--- src/hw/rtl/pwbt_pkg.sv ---
package pwbt_pkg;

    // Default transmit queue depth
    localparam int TX_DEPTH_DEF = 16;

    // Input command codes
    localparam logic [1:0] CMD_TICK = 2'd0;
    localparam logic [1:0] CMD_EDGE = 2'd1;
    localparam logic [1:0] CMD_PUSH = 2'd2;

    // Configuration register indexes
    localparam logic [2:0] REG_SHORT_MIN   = 3'd0;
    localparam logic [2:0] REG_SPLIT_POINT = 3'd1;
    localparam logic [2:0] REG_LONG_MAX    = 3'd2;
    localparam logic [2:0] REG_RX_TIMEOUT  = 3'd3;
    localparam logic [2:0] REG_SKIP_BYTES  = 3'd4;
    localparam logic [2:0] REG_RX_ENABLE   = 3'd5;
    localparam logic [2:0] REG_TX_ENABLE   = 3'd6;

    // Configuration reset values
    localparam logic [15:0] SHORT_MIN_RST   = 16'd40;
    localparam logic [15:0] SPLIT_POINT_RST = 16'd90;
    localparam logic [15:0] LONG_MAX_RST    = 16'd200;
    localparam logic [7:0]  RX_TIMEOUT_RST  = 8'd8;
    localparam logic [1:0]  SKIP_BYTES_RST  = 2'd3;

    // Frame constants
    localparam logic [7:0] PRE_BYTE      = 8'hff;
    localparam logic [7:0] PRE_LAST_BYTE = 8'h7f;
    localparam logic [7:0] RX_START_BITS = 8'h80;
    localparam logic [3:0] BYTE_BITS     = 4'd8;
    localparam logic [1:0] PRE_LAST_STEP = 2'd2;
    localparam logic [1:0] PRE_DONE      = 2'd3;
    localparam logic [7:0] IDLE_MAX      = 8'd255;

    // Receiver configuration
    typedef struct packed {
        logic [15:0] short_min;
        logic [15:0] split_point;
        logic [15:0] long_max;
        logic [7:0]  timeout;
        logic [1:0]  skip;
        logic        enable;
    } rx_cfg_t;

    // Receiver event for one item
    typedef struct packed {
        logic        tick;
        logic        edge_ev;
        logic        rising;
        logic [15:0] interval;
    } rx_ctl_t;

    // Receiver results
    typedef struct packed {
        logic       active_cur;
        logic       active_nxt;
        logic       byte_valid;
        logic [7:0] byte_data;
    } rx_res_t;

    // Transmitter event and queue status
    typedef struct packed {
        logic       tick;
        logic       q_empty;
        logic [7:0] head;
    } tx_ctl_t;

    // Transmitter line state
    typedef struct packed {
        logic level_cur;
        logic drive_cur;
        logic level_nxt;
        logic drive_nxt;
    } tx_res_t;

endpackage

--- src/hw/rtl/pwbt_tx_queue.sv ---
module pwbt_tx_queue #(
    parameter int DEPTH = pwbt_pkg::TX_DEPTH_DEF
) (
    input  logic       clk,
    input  logic       rst_n,
    input  logic       push,
    input  logic [7:0] push_data,
    input  logic       pop,
    output logic       empty,
    output logic       full,
    output logic [7:0] head
);

    localparam int AW = (DEPTH > 1) ? $clog2(DEPTH) : 1;
    localparam int CW = $clog2(DEPTH + 1);
    localparam logic [AW-1:0] LAST_ADDR = AW'(DEPTH - 1);
    localparam logic [CW-1:0] FULL_COUNT = CW'(DEPTH);

    logic [7:0]    mem [DEPTH];
    logic [AW-1:0] rd_ptr_reg, rd_ptr_next;
    logic [AW-1:0] wr_ptr_reg, wr_ptr_next;
    logic [CW-1:0] count_reg, count_next;
    logic [7:0]    head_reg;

    // Advance pointers with wrap at the queue depth
    always_comb
    begin
        rd_ptr_next = rd_ptr_reg;
        wr_ptr_next = wr_ptr_reg;
        count_next  = count_reg;
        if (pop)
        begin
            rd_ptr_next = (rd_ptr_reg == LAST_ADDR) ? '0 : rd_ptr_reg + 1'b1;
            count_next  = count_reg - 1'b1;
        end
        if (push)
        begin
            wr_ptr_next = (wr_ptr_reg == LAST_ADDR) ? '0 : wr_ptr_reg + 1'b1;
            count_next  = count_reg + 1'b1;
        end
    end

    // Hold pointers and count
    always_ff @(posedge clk or negedge rst_n)
    begin
        if (!rst_n)
        begin
            rd_ptr_reg <= '0;
            wr_ptr_reg <= '0;
            count_reg  <= '0;
        end
        else
        begin
            rd_ptr_reg <= rd_ptr_next;
            wr_ptr_reg <= wr_ptr_next;
            count_reg  <= count_next;
        end
    end

    // Write storage; register the head read with forwarding of a same-cycle write
    always_ff @(posedge clk)
    begin
        if (push)
        begin
            mem[wr_ptr_reg] <= push_data;
        end
        if (push && (wr_ptr_reg == rd_ptr_next))
        begin
            head_reg <= push_data;
        end
        else
        begin
            head_reg <= mem[rd_ptr_next];
        end
    end

    assign empty = (count_reg == '0);
    assign full  = (count_reg == FULL_COUNT);
    assign head  = head_reg;

endmodule

--- src/hw/rtl/pwbt_tx_ser.sv ---
module pwbt_tx_ser (
    input  logic              clk,
    input  logic              rst_n,
    input  pwbt_pkg::tx_ctl_t ctl,
    output logic              pop,
    output pwbt_pkg::tx_res_t res
);

    logic [7:0] shift_reg, shift_next;
    logic [3:0] bits_reg, bits_next;
    logic [1:0] phase_reg, phase_next;
    logic [1:0] pre_reg, pre_next;
    logic       active_reg, active_next;
    logic       drive_reg, drive_next;
    logic       level_reg, level_next;

    // Step the bit-quarter sequencer on each allowed tick
    always_comb
    begin
        logic reload;
        reload      = 1'b0;
        shift_next  = shift_reg;
        bits_next   = bits_reg;
        phase_next  = phase_reg;
        pre_next    = pre_reg;
        active_next = active_reg;
        drive_next  = drive_reg;
        level_next  = level_reg;
        pop         = 1'b0;
        if (ctl.tick)
        begin
            if (pre_reg == '0)
            begin
                level_next = 1'b1;
            end
            if (!active_reg)
            begin
                reload = 1'b1;
            end
            else if (bits_reg != '0)
            begin
                // One: high,high,low,low. Zero: high,low,high,low.
                if (shift_reg[0])
                begin
                    level_next = (phase_reg < 2'd2);
                end
                else
                begin
                    level_next = ~phase_reg[0];
                end
                if (phase_reg == 2'd3)
                begin
                    phase_next = '0;
                    shift_next = shift_reg >> 1;
                    bits_next  = bits_reg - 1'b1;
                    if (bits_reg == 4'd1)
                    begin
                        reload = 1'b1;
                    end
                end
                else
                begin
                    phase_next = phase_reg + 1'b1;
                end
            end
            else
            begin
                // Finished byte with nothing reloaded: go inactive
                active_next = 1'b0;
                if (ctl.q_empty)
                begin
                    drive_next = 1'b0;
                end
            end

            // Load the next preamble or queued byte
            if (reload)
            begin
                if (ctl.q_empty)
                begin
                    pre_next = '0;
                end
                else
                begin
                    if (pre_reg < pwbt_pkg::PRE_DONE)
                    begin
                        shift_next = (pre_reg == pwbt_pkg::PRE_LAST_STEP) ?
                                     pwbt_pkg::PRE_LAST_BYTE : pwbt_pkg::PRE_BYTE;
                        pre_next   = pre_reg + 1'b1;
                    end
                    else
                    begin
                        shift_next = ctl.head;
                        pop        = 1'b1;
                    end
                    bits_next   = pwbt_pkg::BYTE_BITS;
                    active_next = 1'b1;
                    drive_next  = 1'b1;
                end
            end
        end
    end

    // Hold sequencer state
    always_ff @(posedge clk or negedge rst_n)
    begin
        if (!rst_n)
        begin
            shift_reg  <= '0;
            bits_reg   <= '0;
            phase_reg  <= '0;
            pre_reg    <= '0;
            active_reg <= 1'b0;
            drive_reg  <= 1'b0;
            level_reg  <= 1'b1;
        end
        else
        begin
            shift_reg  <= shift_next;
            bits_reg   <= bits_next;
            phase_reg  <= phase_next;
            pre_reg    <= pre_next;
            active_reg <= active_next;
            drive_reg  <= drive_next;
            level_reg  <= level_next;
        end
    end

    assign res.level_cur = level_reg;
    assign res.drive_cur = drive_reg;
    assign res.level_nxt = level_next;
    assign res.drive_nxt = drive_next;

endmodule

--- src/hw/rtl/pwbt_rx_dec.sv ---
module pwbt_rx_dec (
    input  logic              clk,
    input  logic              rst_n,
    input  pwbt_pkg::rx_cfg_t cfg,
    input  pwbt_pkg::rx_ctl_t ctl,
    output pwbt_pkg::rx_res_t res
);

    logic       active_reg, active_next;
    logic [7:0] idle_reg, idle_next;
    logic [7:0] shift_reg, shift_next;
    logic [3:0] bitcnt_reg, bitcnt_next;
    logic [1:0] short_reg, short_next;
    logic [1:0] bytes_reg, bytes_next;
    logic       byte_valid;
    logic [7:0] byte_data;

    // Classify edge intervals and assemble bytes; count idle ticks
    always_comb
    begin
        logic is_short;
        logic is_long;
        logic [7:0] idle_inc;
        is_short    = (ctl.interval > cfg.short_min) && (ctl.interval < cfg.split_point);
        is_long     = (ctl.interval > cfg.split_point) && (ctl.interval < cfg.long_max);
        idle_inc    = (idle_reg < pwbt_pkg::IDLE_MAX) ? idle_reg + 1'b1 : idle_reg;
        active_next = active_reg;
        idle_next   = idle_reg;
        shift_next  = shift_reg;
        bitcnt_next = bitcnt_reg;
        short_next  = short_reg;
        bytes_next  = bytes_reg;
        byte_valid  = 1'b0;
        byte_data   = '0;
        if (ctl.tick && active_reg)
        begin
            // End the frame once the idle count passes the limit
            if (idle_inc > cfg.timeout)
            begin
                active_next = 1'b0;
                idle_next   = '0;
            end
            else
            begin
                idle_next = idle_inc;
            end
        end
        else if (ctl.edge_ev && (ctl.rising == active_reg))
        begin
            if (is_short)
            begin
                // Two short intervals make a zero
                if (short_reg != '0)
                begin
                    short_next  = '0;
                    shift_next  = shift_reg >> 1;
                    bitcnt_next = bitcnt_reg + 1'b1;
                end
                else
                begin
                    short_next = short_reg + 1'b1;
                end
            end
            else if (is_long)
            begin
                short_next  = '0;
                shift_next  = {1'b1, shift_reg[7:1]};
                bitcnt_next = bitcnt_reg + 1'b1;
            end
            else if (!active_reg)
            begin
                // Out-of-range interval while idle starts a frame
                active_next = 1'b1;
                short_next  = '0;
                bytes_next  = '0;
                bitcnt_next = 4'd1;
                shift_next  = pwbt_pkg::RX_START_BITS;
            end
            idle_next = '0;
            if (bitcnt_next == pwbt_pkg::BYTE_BITS)
            begin
                bitcnt_next = '0;
                if (bytes_next >= cfg.skip)
                begin
                    if (cfg.enable)
                    begin
                        byte_valid = 1'b1;
                        byte_data  = shift_next;
                    end
                end
                else
                begin
                    bytes_next = bytes_next + 1'b1;
                end
                shift_next = '0;
            end
        end
    end

    // Hold receiver state
    always_ff @(posedge clk or negedge rst_n)
    begin
        if (!rst_n)
        begin
            active_reg <= 1'b0;
            idle_reg   <= '0;
            shift_reg  <= '0;
            bitcnt_reg <= '0;
            short_reg  <= '0;
            bytes_reg  <= '0;
        end
        else
        begin
            active_reg <= active_next;
            idle_reg   <= idle_next;
            shift_reg  <= shift_next;
            bitcnt_reg <= bitcnt_next;
            short_reg  <= short_next;
            bytes_reg  <= bytes_next;
        end
    end

    assign res.active_cur = active_reg;
    assign res.active_nxt = active_next;
    assign res.byte_valid = byte_valid;
    assign res.byte_data  = byte_data;

endmodule

--- src/hw/rtl/pulse_width_bit_transceiver_top.sv ---
// Pulse-width bit transceiver for a half-duplex single wire.
// Input stream (s_*): one command item per transfer, s_tuser holds the
// command (bit-quarter tick, captured line edge, transmit byte push) and
// s_tdata the edge polarity, edge interval and transmit byte.
// Output stream (m_*): exactly one result item for every input item, in
// order: line level and drive, a decoded receive byte with its valid flag,
// the receiving flag and the push acknowledge.
// Configuration port: cfg_we writes cfg_data into register cfg_index at
// the clock edge; write only while no item is in flight.
// Pipeline: an accepted input item is held in the input register, then its
// result goes to the result register. Throughput is one item per cycle
// unless m_tready stalls; each item updates the state in one pass of logic.
// The transmit queue is a TX_DEPTH entry memory with a registered head read.
// Reset clears all control state, loads the register defaults, releases
// the line (high, not driven) and empties the queue.
// When the receiver stalls the result item holds; one more input item is
// still taken into the input register, after which s_tready drops.
module pulse_width_bit_transceiver_top #(
    parameter int TX_DEPTH = pwbt_pkg::TX_DEPTH_DEF
) (
    input  logic        clk,
    input  logic        rst_n,
    input  logic        s_tvalid,
    output logic        s_tready,
    // [0] edge_rising, [16:1] interval, [24:17] tx_byte
    input  logic [31:0] s_tdata,
    // [1:0] cmd
    input  logic [1:0]  s_tuser,
    output logic        m_tvalid,
    input  logic        m_tready,
    // [0] line_level, [1] line_drive, [2] rx_valid, [10:3] rx_byte,
    // [11] receiving, [12] push_ok
    output logic [15:0] m_tdata,
    input  logic        cfg_we,
    input  logic [2:0]  cfg_index,
    input  logic [15:0] cfg_data
);

    logic        in_valid_reg;
    logic [1:0]  in_cmd_reg;
    logic        in_rising_reg;
    logic [15:0] in_interval_reg;
    logic [7:0]  in_byte_reg;
    logic        out_valid_reg;
    logic [15:0] out_data_reg;

    logic [15:0] short_min_reg;
    logic [15:0] split_point_reg;
    logic [15:0] long_max_reg;
    logic [7:0]  timeout_reg;
    logic [1:0]  skip_reg;
    logic        rx_enable_reg;
    logic        tx_enable_reg;

    logic advance;
    logic proc;
    logic accept;
    logic q_empty;
    logic q_full;
    logic [7:0] q_head;
    logic q_pop;
    logic push_ok;

    pwbt_pkg::rx_cfg_t rx_cfg;
    pwbt_pkg::rx_ctl_t rx_ctl;
    pwbt_pkg::rx_res_t rx_res;
    pwbt_pkg::tx_ctl_t tx_ctl;
    pwbt_pkg::tx_res_t tx_res;

    // Handshake: process the held item when the result register is free
    assign advance  = !out_valid_reg || m_tready;
    assign proc     = in_valid_reg && advance;
    assign s_tready = !in_valid_reg || advance;
    assign accept   = s_tvalid && s_tready;

    // Hold the input item
    always_ff @(posedge clk or negedge rst_n)
    begin
        if (!rst_n)
        begin
            in_valid_reg <= 1'b0;
        end
        else if (accept)
        begin
            in_valid_reg <= 1'b1;
        end
        else if (proc)
        begin
            in_valid_reg <= 1'b0;
        end
    end

    always_ff @(posedge clk)
    begin
        if (accept)
        begin
            in_cmd_reg      <= s_tuser;
            in_rising_reg   <= s_tdata[0];
            in_interval_reg <= s_tdata[16:1];
            in_byte_reg     <= s_tdata[24:17];
        end
    end

    // Write configuration registers
    always_ff @(posedge clk or negedge rst_n)
    begin
        if (!rst_n)
        begin
            short_min_reg   <= pwbt_pkg::SHORT_MIN_RST;
            split_point_reg <= pwbt_pkg::SPLIT_POINT_RST;
            long_max_reg    <= pwbt_pkg::LONG_MAX_RST;
            timeout_reg     <= pwbt_pkg::RX_TIMEOUT_RST;
            skip_reg        <= pwbt_pkg::SKIP_BYTES_RST;
            rx_enable_reg   <= 1'b1;
            tx_enable_reg   <= 1'b1;
        end
        else if (cfg_we)
        begin
            case (cfg_index)
                pwbt_pkg::REG_SHORT_MIN:   short_min_reg   <= cfg_data;
                pwbt_pkg::REG_SPLIT_POINT: split_point_reg <= cfg_data;
                pwbt_pkg::REG_LONG_MAX:    long_max_reg    <= cfg_data;
                pwbt_pkg::REG_RX_TIMEOUT:  timeout_reg     <= cfg_data[7:0];
                pwbt_pkg::REG_SKIP_BYTES:  skip_reg        <= cfg_data[1:0];
                pwbt_pkg::REG_RX_ENABLE:   rx_enable_reg   <= cfg_data[0];
                pwbt_pkg::REG_TX_ENABLE:   tx_enable_reg   <= cfg_data[0];
                default: ;
            endcase
        end
    end

    // Route the item to receiver and transmitter; edges are ignored while driving
    assign rx_cfg.short_min   = short_min_reg;
    assign rx_cfg.split_point = split_point_reg;
    assign rx_cfg.long_max    = long_max_reg;
    assign rx_cfg.timeout     = timeout_reg;
    assign rx_cfg.skip        = skip_reg;
    assign rx_cfg.enable      = rx_enable_reg;

    assign rx_ctl.tick     = proc && (in_cmd_reg == pwbt_pkg::CMD_TICK);
    assign rx_ctl.edge_ev  = proc && (in_cmd_reg == pwbt_pkg::CMD_EDGE) && !tx_res.drive_cur;
    assign rx_ctl.rising   = in_rising_reg;
    assign rx_ctl.interval = in_interval_reg;

    assign tx_ctl.tick    = proc && (in_cmd_reg == pwbt_pkg::CMD_TICK) && !rx_res.active_nxt;
    assign tx_ctl.q_empty = q_empty;
    assign tx_ctl.head    = q_head;

    assign push_ok = proc && (in_cmd_reg == pwbt_pkg::CMD_PUSH) && tx_enable_reg && !q_full;

    pwbt_tx_queue #(
        .DEPTH(TX_DEPTH)
    ) u_queue (
        .clk       (clk),
        .rst_n     (rst_n),
        .push      (push_ok),
        .push_data (in_byte_reg),
        .pop       (q_pop),
        .empty     (q_empty),
        .full      (q_full),
        .head      (q_head)
    );

    pwbt_tx_ser u_tx (
        .clk   (clk),
        .rst_n (rst_n),
        .ctl   (tx_ctl),
        .pop   (q_pop),
        .res   (tx_res)
    );

    pwbt_rx_dec u_rx (
        .clk   (clk),
        .rst_n (rst_n),
        .cfg   (rx_cfg),
        .ctl   (rx_ctl),
        .res   (rx_res)
    );

    // Register the result item
    always_ff @(posedge clk or negedge rst_n)
    begin
        if (!rst_n)
        begin
            out_valid_reg <= 1'b0;
        end
        else if (proc)
        begin
            out_valid_reg <= 1'b1;
        end
        else if (m_tready)
        begin
            out_valid_reg <= 1'b0;
        end
    end

    always_ff @(posedge clk)
    begin
        if (proc)
        begin
            out_data_reg <= {3'b000, push_ok, rx_res.active_nxt, rx_res.byte_data,
                             rx_res.byte_valid, tx_res.drive_nxt, tx_res.level_nxt};
        end
    end

    assign m_tvalid = out_valid_reg;
    assign m_tdata  = out_data_reg;

endmodule

--- config.mk ---
export PLATFORM = sky130hd
export DESIGN_NAME = pulse_width_bit_transceiver_top
export DESIGN_NICKNAME = d
export VERILOG_FILES = /design/src/hw/rtl/pwbt_pkg.sv /design/src/hw/rtl/pwbt_tx_queue.sv /design/src/hw/rtl/pwbt_tx_ser.sv /design/src/hw/rtl/pwbt_rx_dec.sv /design/src/hw/rtl/pulse_width_bit_transceiver_top.sv
export SDC_FILE = /design/constraint.sdc
export NUM_CORES = 1
export LEC_CHECK = 0
export BUFFER_PORTS_ARGS = -buffer_cell sky130_fd_sc_hd__buf_2
export CAP_MARGIN = 20
export CORE_ASPECT_RATIO = 1.2
export CORE_MARGIN = 2
export CORE_UTILIZATION = 55
export DETAILED_ROUTE_END_ITERATION = 10
export PLACE_DENSITY = 0.73
export SYNTH_ARGS = -nofsm -noshare
export SYNTH_HDL_FRONTEND = slang
export SYNTH_SLANG_ARGS = --single-unit
--- constraint.sdc ---
create_clock -name clk -period 6.64 [get_ports clk]
set_input_delay 0 -clock clk [delete_from_list [all_inputs] [get_ports clk]]
set_output_delay 0 -clock clk [all_outputs]
set_load 0.05 [all_outputs]
=== Word level (Yosys, flattened, before mapping) ===
Memory sizes are Yosys's and may differ from the RTL's. A register that Yosys moved wholly into a read port is not among the register bits.
Index checks and enable logic that the tools add are counted.

* Memories: 1
* Output and inout port bits: 18
* Logic and storage cells: 203
* Bits in registers: 159
* Bits in writable memories: 128

* Eq/ne operators: 17
* Reduce and logical (&&, ||, !) cells: 44
* Bitwise operators: 6
* Add/subtract/negate cells: 11
* Magnitude comparators: 9
* Multiplexer cells: 83

{| class="wikitable"
|+ Memories
! memory !! words !! bits a word !! read ports !! clocked after Yosys merged registers in !! write ports !! RTL line !! source
|-
| u_queue.mem || 16 || 8 || 1 || 1 || 1 || pwbt_tx_queue.sv:19 || <nowiki>logic [7:0] mem [DEPTH];</nowiki>
|}

{| class="wikitable"
|+ Operators by type and width
! operator !! count
|-
| $mux 8 || 16
|-
| $mux 4 || 15
|-
| $mux 1 || 36
|-
| $gt 16x16->1 || 2
|-
| $lt 16x16->1 || 2
|-
| $mux 2 || 14
|-
| $reduce_and 2->1 || 8
|-
| $logic_and 1x1->1 || 13
|-
| $add 4x1->4 const B || 3
|-
| $eq 4x4->1 const B || 3
|-
| $reduce_bool 2->1 || 6
|-
| $mux 5 || 2
|-
| $eq 3x3->1 const B || 3
|-
| $reduce_and 3->1 || 3
|-
| $add 2x1->2 const B || 4
|-
| $add 8x1->8 const B || 1
|-
| $gt 8x8->1 || 1
|-
| $lt 8x8->1 const B || 1
|-
| $eq 2x2->1 const B || 3
|-
| $eq 3x2->1 const B || 2
|-
| $not 1->1 || 6
|-
| $add 5x1->5 const B || 1
|-
| $eq 5x5->1 const B || 1
|-
| $logic_not 1->1 || 5
|-
| other kinds (16) || 19
|}

=== Depth between registers and ports, before layout ===
Gate-level depths: netlist of the first run.

* Depth in word-level cells: 15
* Mapped depth: 18
* Depth with buffers taken out: 17

=== By module ===
Synthesis of the first run repeated with hierarchy kept, for this count alone.

* Cell total of the unflattened synthesis: 967
* Area total of the unflattened synthesis: 13804.5 um2

{| class="wikitable"
|+ By module, submodules not included
! module !! times used !! cells each !! sequential area each (um2) !! area each (um2)
|-
| pwbt_tx_queue || 1 || 300 || 4249.1 || 5795.6
|-
| pulse_width_bit_transceiver_top || 1 || 192 || 2770.2 || 3813.7
|-
| pwbt_rx_dec || 1 || 367 || 625.6 || 3022.9
|-
| pwbt_tx_ser || 1 || 108 || 476.7 || 1172.4
|}

=== Worst setup path before layout of the first run ===
No wires, ideal clock.

* Kind: register to register
* Start: register u_rx.idle_reg[0]
* End: register out_data_reg[1] (netlist: m_tdata[1]), data pin
* Arrival: 3.088 ns
* Setup slack: 3.272 ns
* Stages on the path, launching flop included: 19
* Data required time: 6.361 ns
* Clock period less this slack: 3.368 ns
* Buffers on the path: 1
* Cell sequence: dfrtp_1 -> ha_1 -> nand2_1 -> nor2_1 -> and3_1 -> nor2_1 -> nand3_1 -> xnor2_1 -> ha_1 -> a21o_1 -> a21o_1 -> a21oi_1 -> o21ai_0 -> o21a_1 -> o21a_1 -> clkbuf_1 -> nand3_1 -> o41ai_1 -> o21ai_0

* Word-level cells in the longest chain between the ends: 8

{| class="wikitable"
|+ Ends and longest elaborated chain
! element !! RTL line !! source
|-
| from (decl) || pwbt_rx_dec.sv:10 || <nowiki>logic [7:0] idle_reg, idle_next;</nowiki>
|-
| from (signal assigned) || pwbt_rx_dec.sv:115 || <nowiki>idle_reg <= idle_next;</nowiki>
|-
| $add 8x1->8 / $lt 8x8->1 (equally long branches) || pwbt_rx_dec.sv:26 || <nowiki>idle_inc = (idle_reg < pwbt_pkg::IDLE_MAX) ? idle_reg + 1'b1 : idle_reg;</nowiki>
|-
| $mux 8 * || pwbt_rx_dec.sv:26 ||
|-
| $gt 8x8->1 * || pwbt_rx_dec.sv:38 || <nowiki>if (idle_inc > cfg.timeout)</nowiki>
|-
| $mux 1 * || pwbt_rx_dec.sv:38 ||
|-
| $mux 1 * || pwbt_rx_dec.sv:35 || <nowiki>if (ctl.tick && active_reg)</nowiki>
|-
| $logic_not 1->1 * || pulse_width_bit_transceiver_top.sv:145 || <nowiki>assign tx_ctl.tick = proc && (in_cmd_reg == pwbt_pkg::CMD_TICK) && !rx_res.active_nxt;</nowiki>
|-
| $logic_and 1x1->1 * || pulse_width_bit_transceiver_top.sv:145 ||
|-
| $mux 1 * || pwbt_tx_ser.sv:30 || <nowiki>if (ctl.tick)</nowiki>
|-
| via u_tx.drive_next || pwbt_tx_ser.sv:14 || <nowiki>logic drive_reg, drive_next;</nowiki>
|-
| to (signal assigned) || pulse_width_bit_transceiver_top.sv:201 || <nowiki>out_data_reg <= {3'b000, push_ok, rx_res.active_nxt, rx_res.byte_data,</nowiki>
|-
| to (decl) || pulse_width_bit_transceiver_top.sv:45 || <nowiki>logic [15:0] out_data_reg;</nowiki>
|}

Mark *: on every way through the listed nets, which the timed path passes. The rest lies on a longest branch.
A chain may end at the register's enable or synchronous reset.

=== Final worst setup path of the first run ===
* Start: register split_point_reg[1]
* End: register u_rx.shift_reg[0]

* Word-level cells in the longest chain between the ends: 8

{| class="wikitable"
|+ Ends and longest elaborated chain
! element !! RTL line !! source
|-
| from (decl) || pulse_width_bit_transceiver_top.sv:48 || <nowiki>logic [15:0] split_point_reg;</nowiki>
|-
| from (signal assigned) || pulse_width_bit_transceiver_top.sv:110 || <nowiki>split_point_reg <= pwbt_pkg::SPLIT_POINT_RST;</nowiki>
|-
| from (signal assigned) || pulse_width_bit_transceiver_top.sv:121 || <nowiki>pwbt_pkg::REG_SPLIT_POINT: split_point_reg <= cfg_data;</nowiki>
|-
| $gt 16x16->1 || pwbt_rx_dec.sv:25 || <nowiki>is_long = (ctl.interval > cfg.split_point) && (ctl.interval < cfg.long_max);</nowiki>
|-
| $logic_and 1x1->1 || pwbt_rx_dec.sv:25 ||
|-
| $mux 4 || pwbt_rx_dec.sv:64 || <nowiki>else if (is_long)</nowiki>
|-
| $mux 4 || pwbt_rx_dec.sv:50 || <nowiki>if (is_short)</nowiki>
|-
| $mux 4 || pwbt_rx_dec.sv:48 || <nowiki>else if (ctl.edge_ev && (ctl.rising == active_reg))</nowiki>
|-
| $mux 4 || pwbt_rx_dec.sv:35 ||
|-
| $eq 4x4->1 || pwbt_rx_dec.sv:80 || <nowiki>if (bitcnt_next == pwbt_pkg::BYTE_BITS)</nowiki>
|-
| $mux 8 * || pwbt_rx_dec.sv:80 ||
|-
| to (signal assigned) || pwbt_rx_dec.sv:116 || <nowiki>shift_reg <= shift_next;</nowiki>
|-
| to (decl) || pwbt_rx_dec.sv:11 || <nowiki>logic [7:0] shift_reg, shift_next;</nowiki>
|}

Every way passes the cells marked *; elsewhere a longest branch is shown, timed or not. The select of a mux whose other input is x is not followed.

==> flow_summary.ini, run 1 <==
[global_route]
grt_pass1_vias = 8539
track_usage = 0.215
grt_pass1_wl_um = 43900
grt_remaining_overflow = 0
antenna_found_initial = 0
grt_max_degree = 75

[cells_and_area]
num-fill-cells = 1755
largest_reg_flops = 128
mostFrequentLayoutCells = edfxtp_1, dfrtp_1, nand2_1
design_area_mm2 = 0.0154
area_delta_synth_final_pct = 16.2
top_register = u_queue.mem
diodes = 0
final_common_cell = edfxtp_1
layout-drive-gt1-share = 0.187
layout.nets = 1248

[clock_network]
clkLatencyLatePin_ns = 0.55
cts_buffers = 29
post_cts_resize_count = 0
cts_root_buf = clkbuf_16
cts_htree_levels = 1
cts.sinks = 291
cts.path.max_buffers = 3
cts.clk_slew.worst_paths_ns = 0.06
cts_tree = yes

[placement]
dp_hpwl_um = 17600
pre_cts_slack_ns = 2.29
portBuffers = 65
place_congestion = 0.815
dpl_cell_area_mm2 = 0.0139

[die]
num_rows = 62
dieWidth_um = 146
dieArea_mm2 = 0.0253
initial_core_util = 0.556
die-height_um = 174
coreArea_mm2 = 0.0238
io_pins = 76

[critical_path]
cp.required_ns = 7.12
crit_arrival_ns = 4.54
cpPeakStageDelay_ns = 0.75
crit_top_cell = nor2b_1
cp_max_fo = 12
crit_chain = inv_1, ha_1, nor2b_1, o211ai_1, a21oi_2, nor4b_2, or2_1, nand2_1, o22ai_1, a21o_4, nor2b_1, a22o_1
reg2reg_depth = 12
slowest_stage = o22ai_1
crit_family = simple AND/OR/NAND/NOR gates
end_kind = flip-flop
worstSetupPathType = reg2reg
cp.depth = 12
path_buf_inv = 1
start_kind = flip-flop

[yosys]
synth_top_area_cell = edfxtp_1
postSynthCellCount = 990
ys_seq_elements = 291
netlist.area_leader.share = 0.381
synth_edf_count = 168
synth.area.top_cells = edfxtp_1, dfrtp_1, ha_1
yosysSeqAreaShare = 0.613
avgSynthCellArea_um2 = 13.4
synth_cell_type_count = 70
yosys_warnings = 0
syn_area_mm2 = 0.0132
synth_top_flop_cell = edfxtp_1
async_flop_share = 0.409

[pwr]
power_density_mw_per_mm2 = 325
power_w = 0.00500
p_int_w = 0.00360
seqPwrFrac = 0.462
ir_drop_v = 0.000242
net-switching-power_w = 0.00140
p_leak_nw = 6.02
sw_frac_of_total = 0.281
p_comb_frac = 0.202
clockPowerShare = 0.336

[timing]
drv_slew = 0
hold_viol_final = 0
fin_hold_ws_ns = 0.0139
clock_skew_ns = 0.0189
rsz0062_at_grt = no
relSlewSlack = 0.358
max_freq_mhz = 247
setup_viol = 0
setup_ws_ns = 2.58
fin_setup_tns_ns = 0
min_period_ns = 4.06
tightestPinTransition_ns = 0.962
post-route-period-util = 0.611

[run]
maxCapViolCount = 0

[route]
detail_route.vias_per_cell = 5.59
wl_per_cell_um = 18.1
drt_first_iter_violations = 490
dr.pass1.iters = 5
route.detailed.drc = 0
ant_nets = 0
routed_wl_um = 26400
routed-via-count = 8151

[status]
status = complete, no violations

[hold_path]
hold_class = in2async
[per-stage QoR]
| stage | cells | util |
|---|---|---|
| floorplan | 992 | - |
| detailed placement | 1351 | 0.583 |
| global placement | 1351 | 0.583 |
| finish | 1457 | 0.646 |
| CTS | 1456 | 0.646 |
| global route | 1457 | 0.646 |
[path summary, 6_finish.rpt]
kind / startpoint / end / slack [ns]
max: split_point_reg[1] / u_rx.shift_reg[0] / 2.58
min: rst_n / u_rx.idle_reg[7] / 0.01
max reg2reg: split_point_reg[1] / u_rx.shift_reg[0] / 2.58
min reg2reg: u_queue.count_reg[4] / u_queue.count_reg[4] / 0.49
max in group asynchronous: rst_n / u_queue.wr_ptr_reg[2] / 5.27
min in group clk: s_tdata[21] / in_byte_reg[4] / 0.16
[power groups by stage]
stage / Sequential (W) / Combinational, W / Clock [W]
2_1_floorplan: 0.00232 / 0.000738 / 0
3_3_place_gp: 0.00233 / 0.000944 / 0
3_5_place_dp: 0.00234 / 0.000982 / 0
4_1_cts: 0.00231 / 0.00101 / 0.00171
5_1_grt: 0.00234 / 0.00115 / 0.00179
6_report: 0.00231 / 0.00101 / 0.00168
[cells by family (layout without fill, tap and decap cells)]
family                   Yosys count  after routing  synth area share
AO/OA/AOI/OAI                    201            201            0.0962
XOR/XNOR                          12             12           0.00794
adder cells (fa/ha/maj)           76             76            0.0724
buffers and inverters            106            251            0.0328
flip-flops                       291            291             0.613
multiplexers                      59             59            0.0830
other                              1              3          0.000283
AND/OR/NAND/NOR                  244            244            0.0941
[layout make-up]
class / count / area (um2) / area share
Inverter: 74 / 278 / 0.0180
Multi-Input combinational cell: 595 / 4710 / 0.306
Clock inverter: 18 / 215 / 0.0140
Sequential cell: 291 / 8120 / 0.528
Tap cell: 320 / 400 / 0.0260
Timing Repair Buffer: 123 / 891 / 0.0579
Clock buffer: 36 / 772 / 0.0502
[synth_stat cells (5+ instances only)]
| cell | count |
|---|---|
| o22ai_1 | 8 |
| a21o_1 | 10 |
| clkbuf_1 | 22 |
| mux4_2 | 39 |
| a31oi_1 | 5 |
| o211ai_1 | 5 |
| nand2b_1 | 9 |
| mux2_2 | 17 |
| and2_1 | 15 |
| a21oi_1 | 41 |
| o21ai_1 | 5 |
| edfxtp_1 | 168 |
| a22o_1 | 15 |
| dfstp_2 | 15 |
| a22oi_1 | 8 |
| ha_1 | 75 |
| nor2b_1 | 6 |
| o21ai_0 | 73 |
| nand3_1 | 21 |
| nor2_1 | 35 |
| nand2_1 | 97 |
| inv_1 | 73 |
| and3_1 | 6 |
| nor2_4 | 8 |
| xnor2_1 | 9 |
| nand4_1 | 13 |
| nor3_1 | 9 |
| dfrtp_1 | 104 |
| o31ai_1 | 6 |
[per-layer routing]
layer | share of wire | GRT usage | wire, um | vias up
li1 | - | - | - | 3914
met1 | 0.43 | 0.280 | 11300 | 4032
met2 | 0.52 | 0.385 | 13600 | 177
met3 | 0.042 | 0.0297 | 1110 | 28
met4 | 0.014 | 0.0494 | 378 | 0
met5 | 0 | 0 | 0 | -
[repair_timing]
action | CTS | global route
hold endpoints to repair | 134 | 0
buffers inserted | 0 | 0
hold buffers | 51 | 0
(Power assumes the default switching activity.)
==> inputs of run 2 (changes only) <==
- clock period: 6.64 -> 4 ns (I/O delays scaled with it)
==> run 2 against run 1 <==
  * Sequential power increased by 66%
  * Clock power increased by 63%
  * Worst hold slack improved by 0.046 ns
  * Critical path type unchanged
  * Largest power group unchanged
==> flow_summary.ini, run 2 (synthesis gave the netlist of run 1 again) <==
[timing]
hold_viol_final = 0
rsz0062_at_grt = no
min_period_ns = 3.70
relSlewSlack = 0.425
post-route-period-util = 0.924
tightestPinTransition_ns = 0.862
max_freq_mhz = 270
setup_viol = 0
clock_skew_ns = 0.0225
drv_slew = 0
fin_setup_tns_ns = 0

[clock_network]
cts_buffers = 29
clkLatencyLatePin_ns = 0.57
cts_htree_levels = 1
cts.sinks = 291
cts_setup_buffers = 0
cts_tree = yes
cts.path.max_buffers = 3
cts.clk_slew.worst_paths_ns = 0.06
cts_root_buf = clkbuf_16

[route]
routed-via-count = 8206
ant_nets = 0
wl_per_cell_um = 18.1
routed_wl_um = 26500
drt_first_iter_violations = 579
route.detailed.drc = 0
dr.pass1.iters = 5
detail_route.vias_per_cell = 5.61

[pwr]
clockPowerShare = 0.331
power_density_mw_per_mm2 = 536
power_w = 0.00828
p_leak_nw = 6.05
p_int_w = 0.00590
seqPwrFrac = 0.464
net-switching-power_w = 0.00237
p_comb_frac = 0.205
ir_drop_v = 0.000407
sw_frac_of_total = 0.287

[placement]
dp_hpwl_um = 17700
dpl_cell_area_mm2 = 0.0139
place_congestion = 0.825
portBuffers = 65
dp_cells = 1358

[die]
initial_core_util = 0.556
io_pins = 76
num_rows = 62
dieArea_mm2 = 0.0253
die-height_um = 174
coreArea_mm2 = 0.0238
dieWidth_um = 146

[critical_path]
cp_max_fo = 16
cp.required_ns = 4.44
crit_arrival_ns = 4.14
end_kind = flip-flop
cpPeakStageDelay_ns = 0.43
slowest_stage = dfrtp_1
crit_chain = ha_1, nand2_1, nor2_1, and3_1, nor2_1, nand3_1, xnor2_1, ha_1, a21o_1, a21o_1, a21oi_1, o21ai_0, o21a_1, o21ai_1, buf_4, o21ai_1, mux2_2
start_kind = flip-flop
worstSetupPathType = reg2reg

[cells_and_area]
design_area_mm2 = 0.0154
layout.nets = 1254
layout-drive-gt1-share = 0.199
final_cells = 1464
largest_reg_flops = 128
multi_input_comb_area_mm2 = 0.00472
num-fill-cells = 1758
final_common_cell = edfxtp_1
top_register = u_queue.mem
final_core_util = 0.648
mostFrequentLayoutCells = edfxtp_1, dfrtp_1, nand2_1
seq_area_mm2 = 0.00812
area_delta_synth_final_pct = 16.5

[global_route]
grt_pass1_vias = 8415
grt_max_degree = 65
grt_remaining_overflow = 0
track_usage = 0.215
grt_pass1_wl_um = 43600
antenna_found_initial = 1

[run]
maxCapViolCount = 0

[status]
status = complete, no violations

[hold_path]
hold_class = in2async
[run 2: final timing paths]
kind / from / end / slack (ns) / depth (start not counted)
worst max-delay path: u_rx.idle_reg[0] / u_queue.count_reg[1] / 0.30 / 17
worst min-delay path: rst_n / u_rx.idle_reg[7] / 0.06 / 2
worst max register to register: u_rx.idle_reg[0] / u_queue.count_reg[1] / 0.30 / 17
worst min register to register: u_rx.short_reg[0] / u_rx.short_reg[0] / 0.49 / 1
max in group asynchronous: rst_n / skip_reg[1] / 2.99 / 3
min in group clk: s_tuser[0] / in_cmd_reg[0] / 0.15 / 2
[run 2: through the flow]
step / worst slack, ns / hold slack, ns
final: 0.303 / 0.0598
after detailed placement: 0.178 / 0.153
after CTS: 0.202 / 0.0969
after global placement: 0.287 / 0.154
after global routing: 0.00278 / 0.126
after floorplan: 0.632 / -0.296
[run 2: area by class of cell]
type | count | share of cell area
well taps | 320 | 0.0259
flip-flops and latches | 291 | 0.526
multi-input cells | 595 | 0.306
diodes | 1 | 0.000162
inverters | 74 | 0.0180
clock buffers | 36 | 0.0513
clock inverters | 18 | 0.0115
repair buffers | 129 | 0.0607
[run 2: timing repair]
item	4_1_cts	5_1_grt
hold buffers	51	0
endpoints found under the setup margin	0	21
gates resized for setup	0	3
endpoints found under the hold margin	151	0
[run 2: layer usage]
layer / track usage / wire length, um
met2: 0.375 / 13300
met3: 0.0315 / 1160
met1: 0.283 / 11500
met4: 0.0621 / 565
met5: 0 / 0
[run 2: power groups by stage]
stage | Combinational [W] | Sequential (W) | Clock [W]
6_report | 0.00169 | 0.00384 | 0.00274
5_1_grt | 0.00194 | 0.00389 | 0.00292
4_1_cts | 0.00170 | 0.00384 | 0.00280
3_5_place_dp | 0.00165 | 0.00389 | 0
3_3_place_gp | 0.00160 | 0.00388 | 0
2_1_floorplan | 0.00122 | 0.00385 | 0
[run 2: worst max-delay path, delay by kind of cell, from the launching register on]
kind / cells / cell delay, ns
xor+xnor: 1 / 0.16
mux: 1 / 0.39
flops: 1 / 0.43
compound gates: 7 / 1.10
fa+ha+maj: 2 / 0.56
buf+inv: 1 / 0.23
simple gates: 5 / 0.74
==> inputs of run 3 (changes only) <==
- CORE_ASPECT_RATIO: 1.2 -> unset
==> run 3 against run 2 <==
  * Clock power is 4% lower
  * Final cell count fell by 0.14%
  * Sequential share of layout area is 0.10 points higher
  * Count of clock-buffer cells in the layout up 9
  * Critical endpoint is now m_tdata[10]
  * Largest cell class unchanged
  * Largest power group unchanged
==> flow_summary.ini, run 3 (synthesis gave the netlist of run 1 again) <==
[pwr]
seqPwrFrac = 0.473
power_density_mw_per_mm2 = 532
p_leak_nw = 6.03
net-switching-power_w = 0.00235
p_comb_frac = 0.206
sw_frac_of_total = 0.288
p_int_w = 0.00583
ir_drop_v = 0.000441
clockPowerShare = 0.321

[die]
io_pins = 76
dieArea_mm2 = 0.0253
initial_core_util = 0.563
die-height_um = 159
num_rows = 56
coreArea_mm2 = 0.0235
dieWidth_um = 159

[global_route]
grt_max_degree = 61
grt_pass1_wl_um = 44100
antenna_found_initial = 0
grt_pass1_vias = 8498
track_usage = 0.216
grt_remaining_overflow = 0

[route]
routed-via-count = 8188
wl_per_cell_um = 18.3
routed_wl_um = 26700
detail_route.vias_per_cell = 5.60
dr.pass1.iters = 5
ant_nets = 0
route.detailed.drc = 0
drt_first_iter_violations = 721

[clock_network]
cts_htree_levels = 1
cts_buffers = 30
clkLatencyLatePin_ns = 0.56
cts.clk_slew.worst_paths_ns = 0.06
cts.path.max_buffers = 3
cts.sinks = 291
cts_setup_buffers = 0
cts_tree = yes
cts_root_buf = clkbuf_16

[critical_path]
cp.required_ns = 4.41
crit_family = simple AND/OR/NAND/NOR gates
worstSetupPathType = reg2reg
cpPeakStageDelay_ns = 0.46
crit_chain = ha_1, nand4_1, nor4_1, a21boi_1, o31a_1, nand2_1, nand3_1, nand2_1, ha_1, nand2b_1, a21o_1, nand2_1, or3_4, nor2_4
crit_arrival_ns = 4.06
path_buf_inv = 0
cp_max_fo = 9
slowest_stage = nor4_1
start_kind = flip-flop
end_kind = flip-flop
crit_top_cell = nand2_1

[timing]
fin_setup_tns_ns = 0
setup_viol = 0
max_freq_mhz = 273
drv_slew = 0
post-route-period-util = 0.914
tightestPinTransition_ns = 0.989
rsz0062_at_grt = no
min_period_ns = 3.66
relSlewSlack = 0.338
clock_skew_ns = 0.0227
hold_viol_final = 0

[cells_and_area]
layout.nets = 1253
final_common_cell = edfxtp_1
seq_area_mm2 = 0.00812
diodes = 0
largest_reg_flops = 128
num-fill-cells = 1756
final_core_util = 0.654
area_delta_synth_final_pct = 16.3
top_register = u_queue.mem
multi_input_comb_area_mm2 = 0.00472
mostFrequentLayoutCells = edfxtp_1, dfrtp_1, nand2_1
layout-drive-gt1-share = 0.193

[status]
status = complete, no violations

[run]
maxCapViolCount = 0

[hold_path]
hold_class = in2async

[placement]
portBuffers = 65
dp_hpwl_um = 18000
place_congestion = 0.805
[run 3: cell types whose count changed in the layout (fill, tap and decap cells not counted), sizes merged]
cell	delta
buf	-2
bufinv	-3
clkbuf	+9
clkinv	-3
diode	-1
inv	-1
[run 3: through the flow]
stage               worst slack, ns  hold WS [ns]  std cells  power, W  instance area, um2
CTS                           0.261         0.101       1462   0.00824               15400
global route                 0.0767         0.143       1462   0.00864               15400
finish                        0.343        0.0999       1462   0.00819               15400
global placement              0.311         0.136       1355   0.00548               13900
detailed placement            0.261         0.134       1355   0.00556               13900
floorplan                     0.632        -0.296        992   0.00508               13300
[run 3: routing by layer]
layer	part of all wire	up-vias	track usage
met5	0	-	0
met4	0.019	0	0.0479
met3	0.045	39	0.0307
met2	0.51	179	0.386
met1	0.42	4053	0.282
li1	-	3917	-
[run 3: worst paths after layout]
path / from / end / slack (ns) / cells after the start
worst max-delay path: in_interval_reg[14] / m_tdata[10] / 0.34 / 14
worst min-delay path: rst_n / long_max_reg[9] / 0.1 / 2
worst max register to register: in_interval_reg[14] / m_tdata[10] / 0.34 / 14
worst min register to register: u_queue.count_reg[4] / u_queue.count_reg[4] / 0.49 / 1
max in group asynchronous: rst_n / rx_enable_reg / 2.95 / 3
min in group clk: s_tdata[24] / in_byte_reg[7] / 0.15 / 2
[run 3: final cells by class]
type | count | area share
sequential | 291 | 0.528
multi-input combinational | 595 | 0.306
timing repair buffer | 127 | 0.0606
clock buffer | 45 | 0.0576
tap | 319 | 0.0259
inverter | 74 | 0.0180
clock inverter | 11 | 0.00398
[run 3: worst register-to-register path, delay by kind of cell (launching register included)]
family	cells	cell delay, ns
AOI/OAI and AO/OA	3	0.62
adders and majority gates	2	0.63
DFF	1	0.44
and+or+nand+nor	9	1.83
[run 3: what timing repair did]
| item | in CTS | in global routing |
|---|---|---|
| endpoints found under the hold margin | 147 | 0 |
| hold buffers | 51 | 0 |
| setup endpoints to repair | 0 | 13 |
| resized for setup | 0 | 3 |
[run 3: power groups by stage]
| stage | Combinational (W) | Sequential [W] | Clock [W] |
|---|---|---|---|
| after global placement | 0.00158 | 0.00391 | 0 |
| after floorplan | 0.00122 | 0.00385 | 0 |
| after detailed placement | 0.00164 | 0.00392 | 0 |
| final | 0.00169 | 0.00387 | 0.00263 |
| after CTS | 0.00169 | 0.00387 | 0.00268 |
| after global routing | 0.00192 | 0.00392 | 0.00280 |
